File: config.mk
export PLATFORM = sky130hd
export DESIGN_NAME = leg_posture_balance_controller_top
export DESIGN_NICKNAME = d
export VERILOG_FILES = /design/src/lpbc_pkg.sv /design/src/lpbc_seq.sv /design/src/lpbc_dp.sv /design/src/leg_posture_balance_controller_top.sv
export SDC_FILE = /design/constraint.sdc
export NUM_CORES = 2
export LEC_CHECK = 0
export BUFFER_PORTS_ARGS = -buffer_cell sky130_fd_sc_hd__clkbuf_2
export CORE_ASPECT_RATIO = 0.7
export CORE_MARGIN = 1.5
export CORE_UTILIZATION = 55
export DETAILED_ROUTE_END_ITERATION = 7
export HOLD_SLACK_MARGIN = 0.12
export PLACE_DENSITY = 0.72
export SETUP_SLACK_MARGIN = 0.02
export SLEW_MARGIN = 10
export SYNTH_ARGS = -nofsm -noshare
export SYNTH_HDL_FRONTEND = slang
export SYNTH_SLANG_ARGS = --single-unit
File: constraint.sdc
create_clock -name clk_i -period 9.9 [get_ports clk_i]
set_input_delay 1.98 -clock clk_i [delete_from_list [all_inputs] [get_ports clk_i]]
set_output_delay 1.98 -clock clk_i [all_outputs]
set_load 0.01 [all_outputs]
File: src/lpbc_pkg.sv
`timescale 1ns / 1ps
`default_nettype none
// ----------------------------------------------------------------------------
// Leg posture balance controller package
// Item types, configuration fields, microcode control word and the program.
// ----------------------------------------------------------------------------
package lpbc_pkg;

  localparam int STEP_W   = 5;
  localparam int A_W      = 21;  // multiplier operand A, signed
  localparam int B_W      = 16;  // multiplier operand B, unsigned
  localparam int PROD_W   = A_W + B_W + 1;
  localparam int ACC_W    = 40;

  localparam logic [15:0]        ALPHA_Q16   = 16'd62259;  // 0.95 in Q0.16
  localparam logic [15:0]        BETA_Q16    = 16'd3277;   // 0.05 in Q0.16
  localparam logic signed [15:0] STILL_BAND  = 16'sd307;   // 1.2 in Q8.8
  localparam logic signed [13:0] X_OFF_LIMIT = 14'sd5120;  // 20.0 in Q6.8

  typedef struct packed {
    logic signed [16:0] roll_angle;
    logic signed [19:0] roll_rate;
    logic signed [15:0] speed_target;
    logic signed [15:0] speed_measured;
    logic [15:0]        left_height_cmd;
    logic [15:0]        right_height_cmd;
  } in_item_t;

  typedef struct packed {
    logic [15:0] leg_x;
    logic [15:0] left_height;
    logic [15:0] right_height;
  } out_item_t;

  typedef struct packed {
    logic [12:0]        roll_dead_band;
    logic [11:0]        roll_gain_p;
    logic [11:0]        roll_gain_d;
    logic signed [13:0] roll_setpoint;
    logic signed [12:0] roll_zero_offset;
    logic [11:0]        speed_gain_drive;
    logic [11:0]        speed_gain_brake;
    logic [14:0]        speed_limit;
  } cfg_t;

  typedef enum logic [2:0] {
    CFG_ROLL_DEAD_BAND   = 3'd0,
    CFG_ROLL_GAIN_P      = 3'd1,
    CFG_ROLL_GAIN_D      = 3'd2,
    CFG_ROLL_SETPOINT    = 3'd3,
    CFG_ROLL_ZERO_OFFSET = 3'd4,
    CFG_SPEED_GAIN_DRIVE = 3'd5,
    CFG_SPEED_GAIN_BRAKE = 3'd6,
    CFG_SPEED_LIMIT      = 3'd7
  } cfg_idx_e;

  typedef enum logic [2:0] {
    MA_ROLL,
    MA_FILT,
    MA_ERR,
    MA_RATE,
    MA_SERR
  } mul_a_e;

  typedef enum logic [2:0] {
    MB_ALPHA,
    MB_BETA,
    MB_KP,
    MB_KD,
    MB_GAIN
  } mul_b_e;

  typedef enum logic [1:0] {
    ACC_HOLD,
    ACC_LOAD,
    ACC_ADD,
    ACC_SUB
  } acc_op_e;

  typedef enum logic [3:0] {
    WR_NONE,
    WR_FILT,
    WR_ERR,
    WR_DZ,
    WR_OFF,
    WR_OFF_ZERO,
    WR_HEIGHT,
    WR_SPD,
    WR_XO,
    WR_XO_ZERO,
    WR_X
  } wr_e;

  typedef enum logic [2:0] {
    JMP_NONE,
    JMP_ALWAYS,
    JMP_DEAD,
    JMP_STILL,
    JMP_END
  } jmp_e;

  typedef enum logic {
    SEQ_IDLE,
    SEQ_RUN
  } seq_state_e;

  typedef struct packed {
    mul_a_e             mul_a;
    mul_b_e             mul_b;
    logic               mul_en;
    acc_op_e            acc_op;
    wr_e                wr;
    jmp_e               jmp;
    logic [STEP_W-1:0]  target;
  } ucw_t;

  typedef struct packed {
    logic run;
    ucw_t uw;
  } seq_ctrl_t;

  typedef struct packed {
    logic dead;
    logic still;
  } dp_status_t;

  // Jump labels
  localparam logic [STEP_W-1:0] STEP_OFF_ZERO = 5'd10;
  localparam logic [STEP_W-1:0] STEP_HEIGHT   = 5'd11;
  localparam logic [STEP_W-1:0] STEP_XO_ZERO  = 5'd16;
  localparam logic [STEP_W-1:0] STEP_X        = 5'd17;

  // Control store: one word per step
  function automatic ucw_t ucode_rom(input logic [STEP_W-1:0] step);
    ucw_t w;
    w.mul_a  = MA_ROLL;
    w.mul_b  = MB_ALPHA;
    w.mul_en = 1'b0;
    w.acc_op = ACC_HOLD;
    w.wr     = WR_NONE;
    w.jmp    = JMP_NONE;
    w.target = '0;
    case (step)
      5'd0: begin
        w.mul_a = MA_ROLL; w.mul_b = MB_ALPHA; w.mul_en = 1'b1;
      end
      5'd1: begin
        w.mul_a = MA_FILT; w.mul_b = MB_BETA; w.mul_en = 1'b1; w.acc_op = ACC_LOAD;
      end
      5'd2: w.acc_op = ACC_ADD;
      5'd3: w.wr = WR_FILT;
      5'd4: w.wr = WR_ERR;
      5'd5: w.wr = WR_DZ;
      5'd6: begin
        w.mul_a = MA_ERR; w.mul_b = MB_KP; w.mul_en = 1'b1;
        w.jmp = JMP_DEAD; w.target = STEP_OFF_ZERO;
      end
      5'd7: begin
        w.mul_a = MA_RATE; w.mul_b = MB_KD; w.mul_en = 1'b1; w.acc_op = ACC_LOAD;
      end
      5'd8: w.acc_op = ACC_SUB;
      5'd9: begin
        w.wr = WR_OFF; w.jmp = JMP_ALWAYS; w.target = STEP_HEIGHT;
      end
      5'd10: w.wr = WR_OFF_ZERO;
      5'd11: w.wr = WR_HEIGHT;
      5'd12: w.wr = WR_SPD;
      5'd13: begin
        w.mul_a = MA_SERR; w.mul_b = MB_GAIN; w.mul_en = 1'b1;
        w.jmp = JMP_STILL; w.target = STEP_XO_ZERO;
      end
      5'd14: w.acc_op = ACC_LOAD;
      5'd15: begin
        w.wr = WR_XO; w.jmp = JMP_ALWAYS; w.target = STEP_X;
      end
      5'd16: w.wr = WR_XO_ZERO;
      5'd17: begin
        w.wr = WR_X; w.jmp = JMP_END;
      end
      default: w.jmp = JMP_END;
    endcase
    return w;
  endfunction

endpackage
`default_nettype wire

File: src/lpbc_seq.sv
`timescale 1ns / 1ps
`default_nettype none
// ----------------------------------------------------------------------------
// Microcode sequencer
// Step counter over the control store, with conditional jumps on datapath flags.
// ----------------------------------------------------------------------------
module lpbc_seq (
  input  wire logic                  clk_i,
  input  wire logic                  rst_ni,
  input  wire logic                  start_i,
  input  wire logic                  out_free_i,
  input  wire lpbc_pkg::dp_status_t  status_i,
  output lpbc_pkg::seq_ctrl_t        ctrl_o,
  output logic                       busy_o
);
  import lpbc_pkg::*;

  seq_state_e        state_q, state_d;
  logic [STEP_W-1:0] step_q, step_d;
  ucw_t              uw;
  logic              taken;

  always_ff @(posedge clk_i or negedge rst_ni) begin
    if (!rst_ni) begin
      state_q <= SEQ_IDLE;
      step_q  <= '0;
    end else begin
      state_q <= state_d;
      step_q  <= step_d;
    end
  end

  always_comb begin
    uw      = ucode_rom(step_q);
    state_d = state_q;
    step_d  = step_q;
    ctrl_o.run = 1'b0;
    ctrl_o.uw  = uw;
    taken = (uw.jmp == JMP_ALWAYS) ||
            ((uw.jmp == JMP_DEAD) && status_i.dead) ||
            ((uw.jmp == JMP_STILL) && status_i.still);
    case (state_q)
      SEQ_IDLE: begin
        if (start_i) begin
          state_d = SEQ_RUN;
          step_d  = '0;
        end
      end
      SEQ_RUN: begin
        if (uw.jmp == JMP_END) begin
          // hold the last step until the output register is free
          if (out_free_i) begin
            ctrl_o.run = 1'b1;
            state_d    = SEQ_IDLE;
            step_d     = '0;
          end
        end else begin
          ctrl_o.run = 1'b1;
          step_d     = taken ? uw.target : step_q + STEP_W'(1);
        end
      end
      default: state_d = SEQ_IDLE;
    endcase
  end

  assign busy_o = (state_q == SEQ_RUN);

endmodule
`default_nettype wire

File: src/lpbc_dp.sv
`timescale 1ns / 1ps
`default_nettype none
// ----------------------------------------------------------------------------
// Controller datapath
// One shared multiplier, accumulator and the working registers of the tick.
// ----------------------------------------------------------------------------
module lpbc_dp #(
  parameter logic [15:0] HEIGHT_MIN = 16'd15360,
  parameter logic [15:0] HEIGHT_MAX = 16'd28160,
  parameter logic [15:0] X_CENTER   = 16'd5632,
  parameter logic [15:0] X_MIN      = 16'd0,
  parameter logic [15:0] X_MAX      = 16'd11264
) (
  input  wire logic                 clk_i,
  input  wire logic                 rst_ni,
  input  wire logic                 accept_i,
  input  wire lpbc_pkg::in_item_t   in_data_i,
  input  wire lpbc_pkg::cfg_t       cfg_i,
  input  wire lpbc_pkg::seq_ctrl_t  ctrl_i,
  output lpbc_pkg::dp_status_t      status_o,
  output lpbc_pkg::out_item_t       out_data_o
);
  import lpbc_pkg::*;

  in_item_t                  in_q;
  logic signed [17:0]        filt_q;
  logic signed [PROD_W-1:0]  prod_q;
  logic signed [ACC_W-1:0]   acc_q, acc_d;
  logic signed [18:0]        err_q, err_d, e_q;
  logic                      dead_q, still_q, tzero_q;
  logic signed [24:0]        off_q;
  logic [15:0]               left_q, right_q;
  logic signed [17:0]        serr_q, serr_d;
  logic signed [13:0]        xo_q, xo_d;
  out_item_t                 out_q;

  logic signed [A_W-1:0]     mul_a;
  logic [B_W-1:0]            mul_b;
  logic signed [B_W:0]       mul_b_s;
  logic signed [PROD_W-1:0]  prod_d;
  logic signed [ACC_W-1:0]   prod_x, acc_sh16, acc_sh8;

  logic signed [18:0]        sp_x, filt_x, zo_x, db_x, ndb_x;
  logic signed [25:0]        cmdl_x, cmdr_x, off_x, yl_raw, yr_raw;
  logic signed [16:0]        tgt_x, lim_x, nlim_x, tc;
  logic signed [17:0]        tc_x, meas_x, xc_x, xo_x, x_raw;
  logic                      run;

  function automatic logic [15:0] clamp_h(input logic signed [25:0] v);
    logic signed [25:0] lo, hi, t;
    lo = $signed({10'b0, HEIGHT_MIN});
    hi = $signed({10'b0, HEIGHT_MAX});
    t  = (v > hi) ? hi : v;
    t  = (t < lo) ? lo : t;
    return t[15:0];
  endfunction

  function automatic logic [15:0] clamp_x(input logic signed [17:0] v);
    logic signed [17:0] lo, hi, t;
    lo = $signed({2'b0, X_MIN});
    hi = $signed({2'b0, X_MAX});
    t  = (v > hi) ? hi : v;
    t  = (t < lo) ? lo : t;
    return t[15:0];
  endfunction

  assign run = ctrl_i.run;

  // Operand selection
  always_comb begin
    case (ctrl_i.uw.mul_a)
      MA_ROLL: mul_a = {{(A_W-17){in_q.roll_angle[16]}}, in_q.roll_angle};
      MA_FILT: mul_a = {{(A_W-18){filt_q[17]}}, filt_q};
      MA_ERR:  mul_a = {{(A_W-19){e_q[18]}}, e_q};
      MA_RATE: mul_a = {{(A_W-20){in_q.roll_rate[19]}}, in_q.roll_rate};
      MA_SERR: mul_a = {{(A_W-18){serr_q[17]}}, serr_q};
      default: mul_a = '0;
    endcase
    case (ctrl_i.uw.mul_b)
      MB_ALPHA: mul_b = ALPHA_Q16;
      MB_BETA:  mul_b = BETA_Q16;
      MB_KP:    mul_b = {4'b0, cfg_i.roll_gain_p};
      MB_KD:    mul_b = {4'b0, cfg_i.roll_gain_d};
      MB_GAIN:  mul_b = {4'b0, tzero_q ? cfg_i.speed_gain_brake : cfg_i.speed_gain_drive};
      default:  mul_b = '0;
    endcase
  end

  assign mul_b_s = {1'b0, mul_b};
  assign prod_d  = mul_a * mul_b_s;
  assign prod_x  = {{(ACC_W-PROD_W){prod_q[PROD_W-1]}}, prod_q};

  always_comb begin
    case (ctrl_i.uw.acc_op)
      ACC_LOAD: acc_d = prod_x;
      ACC_ADD:  acc_d = acc_q + prod_x;
      ACC_SUB:  acc_d = acc_q - prod_x;
      default:  acc_d = acc_q;
    endcase
  end

  // Round half up, then arithmetic shift
  assign acc_sh16 = (acc_q + 40'sd32768) >>> 16;
  assign acc_sh8  = (acc_q + 40'sd128) >>> 8;

  // Roll error
  assign sp_x   = {{5{cfg_i.roll_setpoint[13]}}, cfg_i.roll_setpoint};
  assign filt_x = {filt_q[17], filt_q};
  assign zo_x   = {{6{cfg_i.roll_zero_offset[12]}}, cfg_i.roll_zero_offset};
  assign err_d  = sp_x - filt_x - zo_x;
  assign db_x   = {6'b0, cfg_i.roll_dead_band};
  assign ndb_x  = -db_x;

  // Heights
  assign cmdl_x = {10'b0, in_q.left_height_cmd};
  assign cmdr_x = {10'b0, in_q.right_height_cmd};
  assign off_x  = {off_q[24], off_q};
  assign yl_raw = cmdl_x - off_x;
  assign yr_raw = cmdr_x + off_x;

  // Speed target clamp and speed error
  assign tgt_x  = {in_q.speed_target[15], in_q.speed_target};
  assign lim_x  = {2'b0, cfg_i.speed_limit};
  assign nlim_x = -lim_x;
  always_comb begin
    tc = (tgt_x > lim_x) ? lim_x : tgt_x;
    tc = (tc < nlim_x) ? nlim_x : tc;
  end
  assign tc_x   = {tc[16], tc};
  assign meas_x = {{2{in_q.speed_measured[15]}}, in_q.speed_measured};
  assign serr_d = tc_x - meas_x;

  always_comb begin
    if (acc_sh8 > X_OFF_LIMIT) begin
      xo_d = X_OFF_LIMIT;
    end else if (acc_sh8 < -X_OFF_LIMIT) begin
      xo_d = -X_OFF_LIMIT;
    end else begin
      xo_d = acc_sh8[13:0];
    end
  end

  assign xc_x  = {2'b0, X_CENTER};
  assign xo_x  = {{4{xo_q[13]}}, xo_q};
  assign x_raw = xc_x - xo_x;

  // Filter state
  always_ff @(posedge clk_i or negedge rst_ni) begin
    if (!rst_ni) begin
      filt_q <= '0;
    end else if (run && (ctrl_i.uw.wr == WR_FILT)) begin
      filt_q <= acc_sh16[17:0];
    end
  end

  always_ff @(posedge clk_i) begin
    if (accept_i) begin
      in_q <= in_data_i;
    end
    if (run && ctrl_i.uw.mul_en) begin
      prod_q <= prod_d;
    end
    if (run) begin
      acc_q <= acc_d;
      case (ctrl_i.uw.wr)
        WR_ERR: err_q <= err_d;
        WR_DZ: begin
          if (err_q > db_x) begin
            e_q    <= err_q - db_x;
            dead_q <= 1'b0;
          end else if (err_q < ndb_x) begin
            e_q    <= err_q + db_x;
            dead_q <= 1'b0;
          end else begin
            e_q    <= '0;
            dead_q <= 1'b1;
          end
        end
        WR_OFF:      off_q <= acc_sh8[24:0];
        WR_OFF_ZERO: off_q <= '0;
        WR_HEIGHT: begin
          left_q  <= clamp_h(yl_raw);
          right_q <= clamp_h(yr_raw);
        end
        WR_SPD: begin
          serr_q  <= serr_d;
          tzero_q <= (tc == 17'sd0);
          still_q <= (tc == 17'sd0) && (in_q.speed_measured <= STILL_BAND) &&
                     (in_q.speed_measured >= -STILL_BAND);
        end
        WR_XO:      xo_q <= xo_d;
        WR_XO_ZERO: xo_q <= '0;
        WR_X: begin
          out_q.leg_x        <= clamp_x(x_raw);
          out_q.left_height  <= left_q;
          out_q.right_height <= right_q;
        end
        default: ;
      endcase
    end
  end

  assign status_o.dead  = dead_q;
  assign status_o.still = still_q;
  assign out_data_o     = out_q;

endmodule
`default_nettype wire

File: src/leg_posture_balance_controller_top.sv
`timescale 1ns / 1ps
`default_nettype none
// ----------------------------------------------------------------------------
// Leg posture balance controller
// PD roll levelling with dead zone and roll low-pass, plus speed-driven leg X.
//
//   channel  direction  handshake              payload
//   in       sink       in_valid_i/in_stall_o    in_data_i   (in_item_t)
//   out      source     out_valid_o/out_stall_i  out_data_o  (out_item_t)
//   cfg      sink       cfg_valid_i/cfg_ready_o  cfg_index_i, cfg_data_i
//
// An item is registered on acceptance and runs 13 to 16 microcode steps (16
// in full, 2 fewer inside the roll dead zone, 1 fewer at standstill), with its
// products through the one shared 21x17 multiplier; the result is valid after
// the last step, and no new item is taken until the cycle after it. Reset
// clears the filtered roll and sets the configuration registers to defaults.
// A stalled result holds the last step, and with it the input, until taken.
// ----------------------------------------------------------------------------
module leg_posture_balance_controller_top #(
  parameter logic [15:0] HEIGHT_MIN = 16'd15360,
  parameter logic [15:0] HEIGHT_MAX = 16'd28160,
  parameter logic [15:0] X_CENTER   = 16'd5632,
  parameter logic [15:0] X_MIN      = 16'd0,
  parameter logic [15:0] X_MAX      = 16'd11264
) (
  input  wire logic                clk_i,
  input  wire logic                rst_ni,
  input  wire logic                in_valid_i,
  output logic                     in_stall_o,
  input  wire lpbc_pkg::in_item_t  in_data_i,
  output logic                     out_valid_o,
  input  wire logic                out_stall_i,
  output lpbc_pkg::out_item_t      out_data_o,
  input  wire logic                cfg_valid_i,
  output logic                     cfg_ready_o,
  input  wire logic [2:0]          cfg_index_i,
  input  wire logic [15:0]         cfg_data_i
);
  import lpbc_pkg::*;

  cfg_t       cfg_q;
  seq_ctrl_t  ctrl;
  dp_status_t status;
  logic       busy, accept, emit, out_free, out_valid_q;

  assign cfg_ready_o = 1'b1;
  assign in_stall_o  = busy;
  assign accept      = in_valid_i && !in_stall_o;
  assign out_free    = !out_valid_q || !out_stall_i;
  assign emit        = ctrl.run && (ctrl.uw.jmp == JMP_END);

  always_ff @(posedge clk_i or negedge rst_ni) begin
    if (!rst_ni) begin
      cfg_q.roll_dead_band   <= 13'd768;
      cfg_q.roll_gain_p      <= 12'd384;
      cfg_q.roll_gain_d      <= 12'd0;
      cfg_q.roll_setpoint    <= 14'sd0;
      cfg_q.roll_zero_offset <= -13'sd730;
      cfg_q.speed_gain_drive <= 12'd128;
      cfg_q.speed_gain_brake <= 12'd1024;
      cfg_q.speed_limit      <= 15'd5120;
    end else if (cfg_valid_i && cfg_ready_o) begin
      case (cfg_idx_e'(cfg_index_i))
        CFG_ROLL_DEAD_BAND:   cfg_q.roll_dead_band   <= cfg_data_i[12:0];
        CFG_ROLL_GAIN_P:      cfg_q.roll_gain_p      <= cfg_data_i[11:0];
        CFG_ROLL_GAIN_D:      cfg_q.roll_gain_d      <= cfg_data_i[11:0];
        CFG_ROLL_SETPOINT:    cfg_q.roll_setpoint    <= cfg_data_i[13:0];
        CFG_ROLL_ZERO_OFFSET: cfg_q.roll_zero_offset <= cfg_data_i[12:0];
        CFG_SPEED_GAIN_DRIVE: cfg_q.speed_gain_drive <= cfg_data_i[11:0];
        CFG_SPEED_GAIN_BRAKE: cfg_q.speed_gain_brake <= cfg_data_i[11:0];
        CFG_SPEED_LIMIT:      cfg_q.speed_limit      <= cfg_data_i[14:0];
        default: ;
      endcase
    end
  end

  // Output valid: set by the last step, drop when the item is taken
  always_ff @(posedge clk_i or negedge rst_ni) begin
    if (!rst_ni) begin
      out_valid_q <= 1'b0;
    end else if (emit) begin
      out_valid_q <= 1'b1;
    end else if (!out_stall_i) begin
      out_valid_q <= 1'b0;
    end
  end

  assign out_valid_o = out_valid_q;

  lpbc_seq u_seq (
    .clk_i      (clk_i),
    .rst_ni     (rst_ni),
    .start_i    (accept),
    .out_free_i (out_free),
    .status_i   (status),
    .ctrl_o     (ctrl),
    .busy_o     (busy)
  );

  lpbc_dp #(
    .HEIGHT_MIN (HEIGHT_MIN),
    .HEIGHT_MAX (HEIGHT_MAX),
    .X_CENTER   (X_CENTER),
    .X_MIN      (X_MIN),
    .X_MAX      (X_MAX)
  ) u_dp (
    .clk_i      (clk_i),
    .rst_ni     (rst_ni),
    .accept_i   (accept),
    .in_data_i  (in_data_i),
    .cfg_i      (cfg_q),
    .ctrl_i     (ctrl),
    .status_o   (status),
    .out_data_o (out_data_o)
  );

  a_accept_starts: assert property (@(posedge clk_i) disable iff (!rst_ni)
    accept |=> busy)
    else $error("accepted item did not start the step program");

  a_valid_from_emit: assert property (@(posedge clk_i) disable iff (!rst_ni)
    $rose(out_valid_q) |-> $past(emit))
    else $error("result valid rose without a final step");

  a_emit_when_free: assert property (@(posedge clk_i) disable iff (!rst_ni)
    emit |-> !(out_valid_q && out_stall_i))
    else $error("final step overwrote a stalled result");

endmodule
`default_nettype wire
# Word level (Yosys, flattened, before mapping)

Cells that the tools add are included.

Flip-flop bits (word level): 485
Latch bits: 0
RAM bits: 0
Bits in read-only memories: 0
Input bits: 125
Word-level logic and storage cells: 193
Memories kept: 0

$add $sub $neg: 15
Multiply operators: 1
Div/mod/pow operators: 0
$lt $le $gt $ge: 14
Equal/unequal tests: 52
Shift operators: 0
Mux-type cells: 35
Bitwise gates (word level): 1
Reduce and logical (&&, ||, !) cells: 42

Operators with widths:

| kind                   | count |
|---|---|
| $pmux 40 s3            | 1 |
| $pmux 21 s5            | 1 |
| $pmux 16 s5            | 1 |
| $gt 26x16->1 const B   | 2 |
| $lt 26x15->1 const B   | 2 |
| $mux 26                | 2 |
| $pmux 25 s2            | 1 |
| $add 40x38->40         | 1 |
| $add 40x9->40 const B  | 1 |
| $eq 5x4->1 const B     | 8 |
| $pmux 4 s10            | 1 |
| $sub 40x38->40         | 1 |
| $mul 21x17->38         | 1 |
| $mux 19                | 2 |
| $pmux 7 s5             | 1 |
| $add 34x17->34 const B | 1 |
| $mux 17                | 2 |
| $reduce_and 2->1       | 17 |
| $gt 32x14->1 const B   | 1 |
| $lt 32x14->1 const B   | 1 |
| $mux 14                | 2 |
| $pmux 14 s2            | 1 |
| $add 17x25->26         | 1 |
| $sub 17x25->26         | 1 |
| other kinds (54)       | 107 |

# Logic depth before layout (Yosys ltp)

Depth in word-level cells: 10
Depth in mapped cells: 35
Mapped depth without buffers: 33

# Modules after synthesis

A second synthesis with hierarchy kept.

Cells, all modules: 4316
Area, all modules: 42554.6 um^2

Modules (own cells, without submodules):

| module                             | instances | cells an instance | area an instance (um^2) |
|---|---|---|---|
| lpbc_dp                            | 1         | 3980              | 37697.4 |
| leg_posture_balance_controller_top | 1         | 231               | 4000.1 |
| lpbc_seq                           | 1         | 105               | 857.1 |

# Worst setup path after synthesis

No wires, ideal clock.

Path kind: reg-to-reg
Start: reg u_seq.step_q[2]
End: reg u_dp.prod_q[36], data pin
Setup time: 0.266 ns
Arrival: 8.084 ns
Required time: 9.634 ns
Slack: 1.550 ns
Cell stages (with the launch flop): 31
Buffers on the path: 4
Period minus slack after synthesis: 8.350 ns
Path through: dfrtp_1 > clkbuf_1 > nand2_1 > nor2_1 > nor2_1 > nor2_1 > clkbuf_1 > clkbuf_1 > a221o_1 > clkbuf_1 > nand2_1 > fa_1 > fa_1 > fa_1 > inv_1 > fa_1 > fa_1 > inv_1 > fa_1 > inv_1 > ha_1 > a21o_1 > a211o_1 > o22ai_1 > a2111oi_0 > a2111o_1 > a31o_2 > nand2_1 > o22ai_1 > o41ai_1 > xnor2_1

Word-level cells in the longest chain between the ends: 5

RTL lines:

| element                                           | RTL line                     | source |
|---|---|---|
| start, declared                                   | lpbc_seq.sv:19               | `logic [STEP_W-1:0] step_q, step_d;` |
| start signal, assigned                            | lpbc_seq.sv:29               | `step_q <= step_d;` |
| $eq 5x4->1, or another cell as far along          | lpbc_pkg.sv:143              | `case (step)` |
| $pmux 7 s5 (*)                                    | lpbc_pkg.sv:143              |  |
| $eq 3x3->1, or another cell as far along          | lpbc_dp.sv:71                | `case (ctrl_i.uw.mul_a)` |
| $pmux 21 s5 / $pmux 16 s5 (equally long branches) | lpbc_dp.sv:71, lpbc_dp.sv:79 |  |
| $mul 21x17->38 (*)                                | lpbc_dp.sv:90                | `assign prod_d = mul_a * mul_b_s;` |
| named net u_dp.prod_d[36]                         | lpbc_dp.sv:40                | `logic signed [PROD_W-1:0] prod_d;` |
| end signal, assigned                              | lpbc_dp.sv:161               | `prod_q <= prod_d;` |
| end, declared                                     | lpbc_dp.sv:27                | `logic signed [PROD_W-1:0] prod_q;` |

Mark *: on every way through the listed nets, which the timed path passes. The rest lies on a longest branch.
A chain may end at the register's enable or synchronous reset.

# Worst setup path after layout

Start: reg u_seq.step_q[1]
End: reg u_dp.prod_q[34], data pin

The elaborated chain is that of the path after synthesis.

==> flow_metrics.tcl <==
set metrics [dict create \
    place.gp.congestion 0.952 \
    synthArstFlopShare 0.264 \
    yosysSeqAreaShare 0.336 \
    drtIter0Drc 2884 \
    cts_hold_buf 0 \
    avgViaCountPerCell 5.86 \
    max-cap-violations 0 \
    crit_path_max_fanout 14 \
    antennaDiodeCount 0 \
    die_h_um 233 \
    cts.path.max_buffers 3 \
    timing.final.crit_share 0.948 \
    synth_cell_type_count 97 \
    cp.required_ps 10300 \
    worst-path-buf-inv 8 \
    synth_edf_count 356 \
    hold_viol 0 \
    ios 176 \
    fill_cells 6314 \
    arrival_ps 9780 \
    synth.cell_area_um2 41400 \
    num_rows 83 \
    synth-main-ff-cell "edfxtp_1" \
    clkLatencyLatePin_ps 640 \
    root_buffer "clkbuf_16" \
    clk_pin_slew_worst_paths_ps 60 \
    wl_um 110000 \
    antenna_found_initial 2 \
    ant_nets 0 \
    slew_headroom 0.216 \
    status "complete, no violations" \
    clock_sinks 484 \
    grt_pass1_wl_um 174000 \
    htreeDepth 2 \
    nets 5116 \
    syn_to_final_growth_pct 9.06 \
    grt_max_degree 81 \
    post_cts.repair.setup_buffers 0 \
    fin_skew_ps 35.1 \
    period_minus_slack_ps 9380 \
    rsz0062_at_grt "false" \
    drive_gt1_frac 0.112 \
    setup_viol 0 \
    dp_hpwl_um 87100 \
    vias 31560 \
    ys_warn_count 0 \
    routedWlPerCell_um 20.4 \
    cts_resized 0 \
    portBuffers 173 \
    crit_family "adder cells" \
    synthCells 4207 \
    crit_type "flop to flop" \
    cpMostUsedCell "inv_1" \
    slew_viol_final 0 \
    start_kind "flop" \
    cts_buffers 49 \
    syn_avg_cell_area_um2 9.84 \
    critPathCaptureType "flop" \
    dieArea_um2 77000 \
    seqCellArea_um2 13900 \
    min_path_type "flop to flop" \
    grt_usage 0.292 \
    synth-seq-cells 484 \
    fin_tns_setup_ps 0 \
    grt_pass1_vias 31130 \
    cp_slowest_cell "a2111oi_0" \
    core_um2 73900 \
    worstMarginPinSlew_ps 1170 \
    final_area_um2 45200 \
    cts_tree "built" \
    die_width_um 331 \
    gr-total-overflow 0 \
    place_area_um2 43600 \
    drc_errors 0 \
    floorplan.initialDensity 0.560 \
    timing.fmax_mhz 107 \
    multi_input_area_um2 24900 \
    firstDrtPassIters 6 \
    slowest_delay_ps 680 \
]
[metal layers]
| metal | up-vias | wire length, µm | part of all wire | global-route usage |
|---|---|---|---|---|
| met5 | - | 0 | 0 | 0 |
| met2 | 1257 | 46000 | 0.42 | 0.433 |
| met4 | 0 | 2320 | 0.021 | 0.0655 |
| li1 | 14738 | - | - | - |
| met3 | 148 | 10200 | 0.093 | 0.0551 |
| met1 | 15417 | 51100 | 0.47 | 0.444 |
[placed cells by master (no fill, tap or decap), types with 73 or more instances in the layout]
cell	synthesis	final
nand2_1	405	404
dfrtp_1	113	113
clkbuf_2	0	172
a21oi_1	166	166
xor2_1	82	82
fa_1	328	328
xnor2_1	155	155
nor2_1	350	342
mux2_2	84	84
nand3_1	76	76
nor3_1	77	73
edfxtp_1	356	356
o21ai_0	205	205
inv_1	593	593
ha_1	295	295
[stage by stage]
step           hold slack (ps)   util  worst slack [ps]  std cells
6_report                   420  0.611               519       5385
5_1_grt                    426  0.611              29.9       5385
3_5_place_dp               405  0.589               733       5294
3_3_place_gp               402  0.589               806       5294
4_1_cts                    420  0.611               674       5385
2_1_floorplan              400      -              1550       4209
[Yosys cell counts (15+ instances only)]
cell      count  share of area
and2_1       31         0.0047
nand3_1      76         0.0092
nand4_1      33         0.0050
nor2b_1      29         0.0044
mux2i_1      51          0.012
or3_1        23         0.0035
nor4_1       19         0.0029
or4_1        18         0.0033
xor2_1       82          0.017
inv_1       593          0.054
a31oi_1      34         0.0051
o21bai_1     23         0.0042
mux2_2       84          0.023
a221oi_1     17         0.0036
a21o_1       67          0.012
a211oi_1     25         0.0045
a21oi_1     166          0.020
o31ai_1      24         0.0044
a31o_2       15         0.0032
edfxtp_1    356           0.26
xnor2_1     155          0.033
or2_2        23         0.0035
nor3_1       77         0.0093
nand2b_1     41         0.0062
dfrtp_1     113          0.068
o21ai_0     205          0.025
dfstp_2      15         0.0095
nand2_1     405          0.037
o21a_1       50         0.0091
fa_1        328           0.16
nor2_1      350          0.032
ha_1        295          0.089
and3_1       50         0.0076
clkbuf_1    100         0.0091
[final cells by class]
type,instances,area share
Clock buffer,64,0.0288
Clock inverter,27,0.00645
Inverter,593,0.0493
Multi-Input combinational cell,3013,0.552
Sequential cell,484,0.308
Tap cell,977,0.0271
Timing Repair Buffer,227,0.0282
[cell families (layout without fill, tap and decap cells)]
group,count (synthesis),count (layout),share of synthesized area
AO/OA/AOI/OAI,784,784,0.127
XOR/XNOR,237,237,0.0501
adder cells (fa/ha/maj),623,623,0.248
buffers and inverters,712,911,0.0649
flip-flops,484,484,0.336
multiplexers,135,135,0.0352
other,2,4,0.000181
AND/OR/NAND/NOR,1230,1230,0.139
[path summary, 6_finish.rpt]
| kind | slack [ps] | cells past startpoint | endpoint | start |
|---|---|---|---|---|
| max | 520 | 32 | u_dp.prod_q[34] | u_seq.step_q[1] |
| max reg2reg | 520 | 32 | u_dp.prod_q[34] | u_seq.step_q[1] |
| min reg2reg | 420 | 0 | u_dp.out_data_o[1] | u_dp.right_q[1] |
| min in group asynchronous | 1420 | 1 | cfg_q[8] | rst_ni |
| max in group asynchronous | 7020 | 2 | cfg_q[45] | rst_ni |
| min | 420 | 0 | u_dp.out_data_o[1] | u_dp.right_q[1] |
[registers in the layout (all words and copies together) (netlist names), 5 cells and up]
signal	count
cfg_q	103
u_dp.in_q	69
u_dp.cmdr_x	16
u_dp.e_q	19
u_dp.xo_q	14
u_dp.out_data_o	47
u_dp.left_q	16
u_dp.off_q	25
u_dp.err_q	19
u_dp.prod_q	38
u_dp.cmdl_x	16
u_dp.filt_q	18
u_dp.right_q	16
u_seq.step_q	5
u_dp.acc_q	40
u_dp.serr_q	18
Power is left out: the tool's default activity adds up to more than one toggle a clock period on the data nets, which glitch-free logic cannot reach.
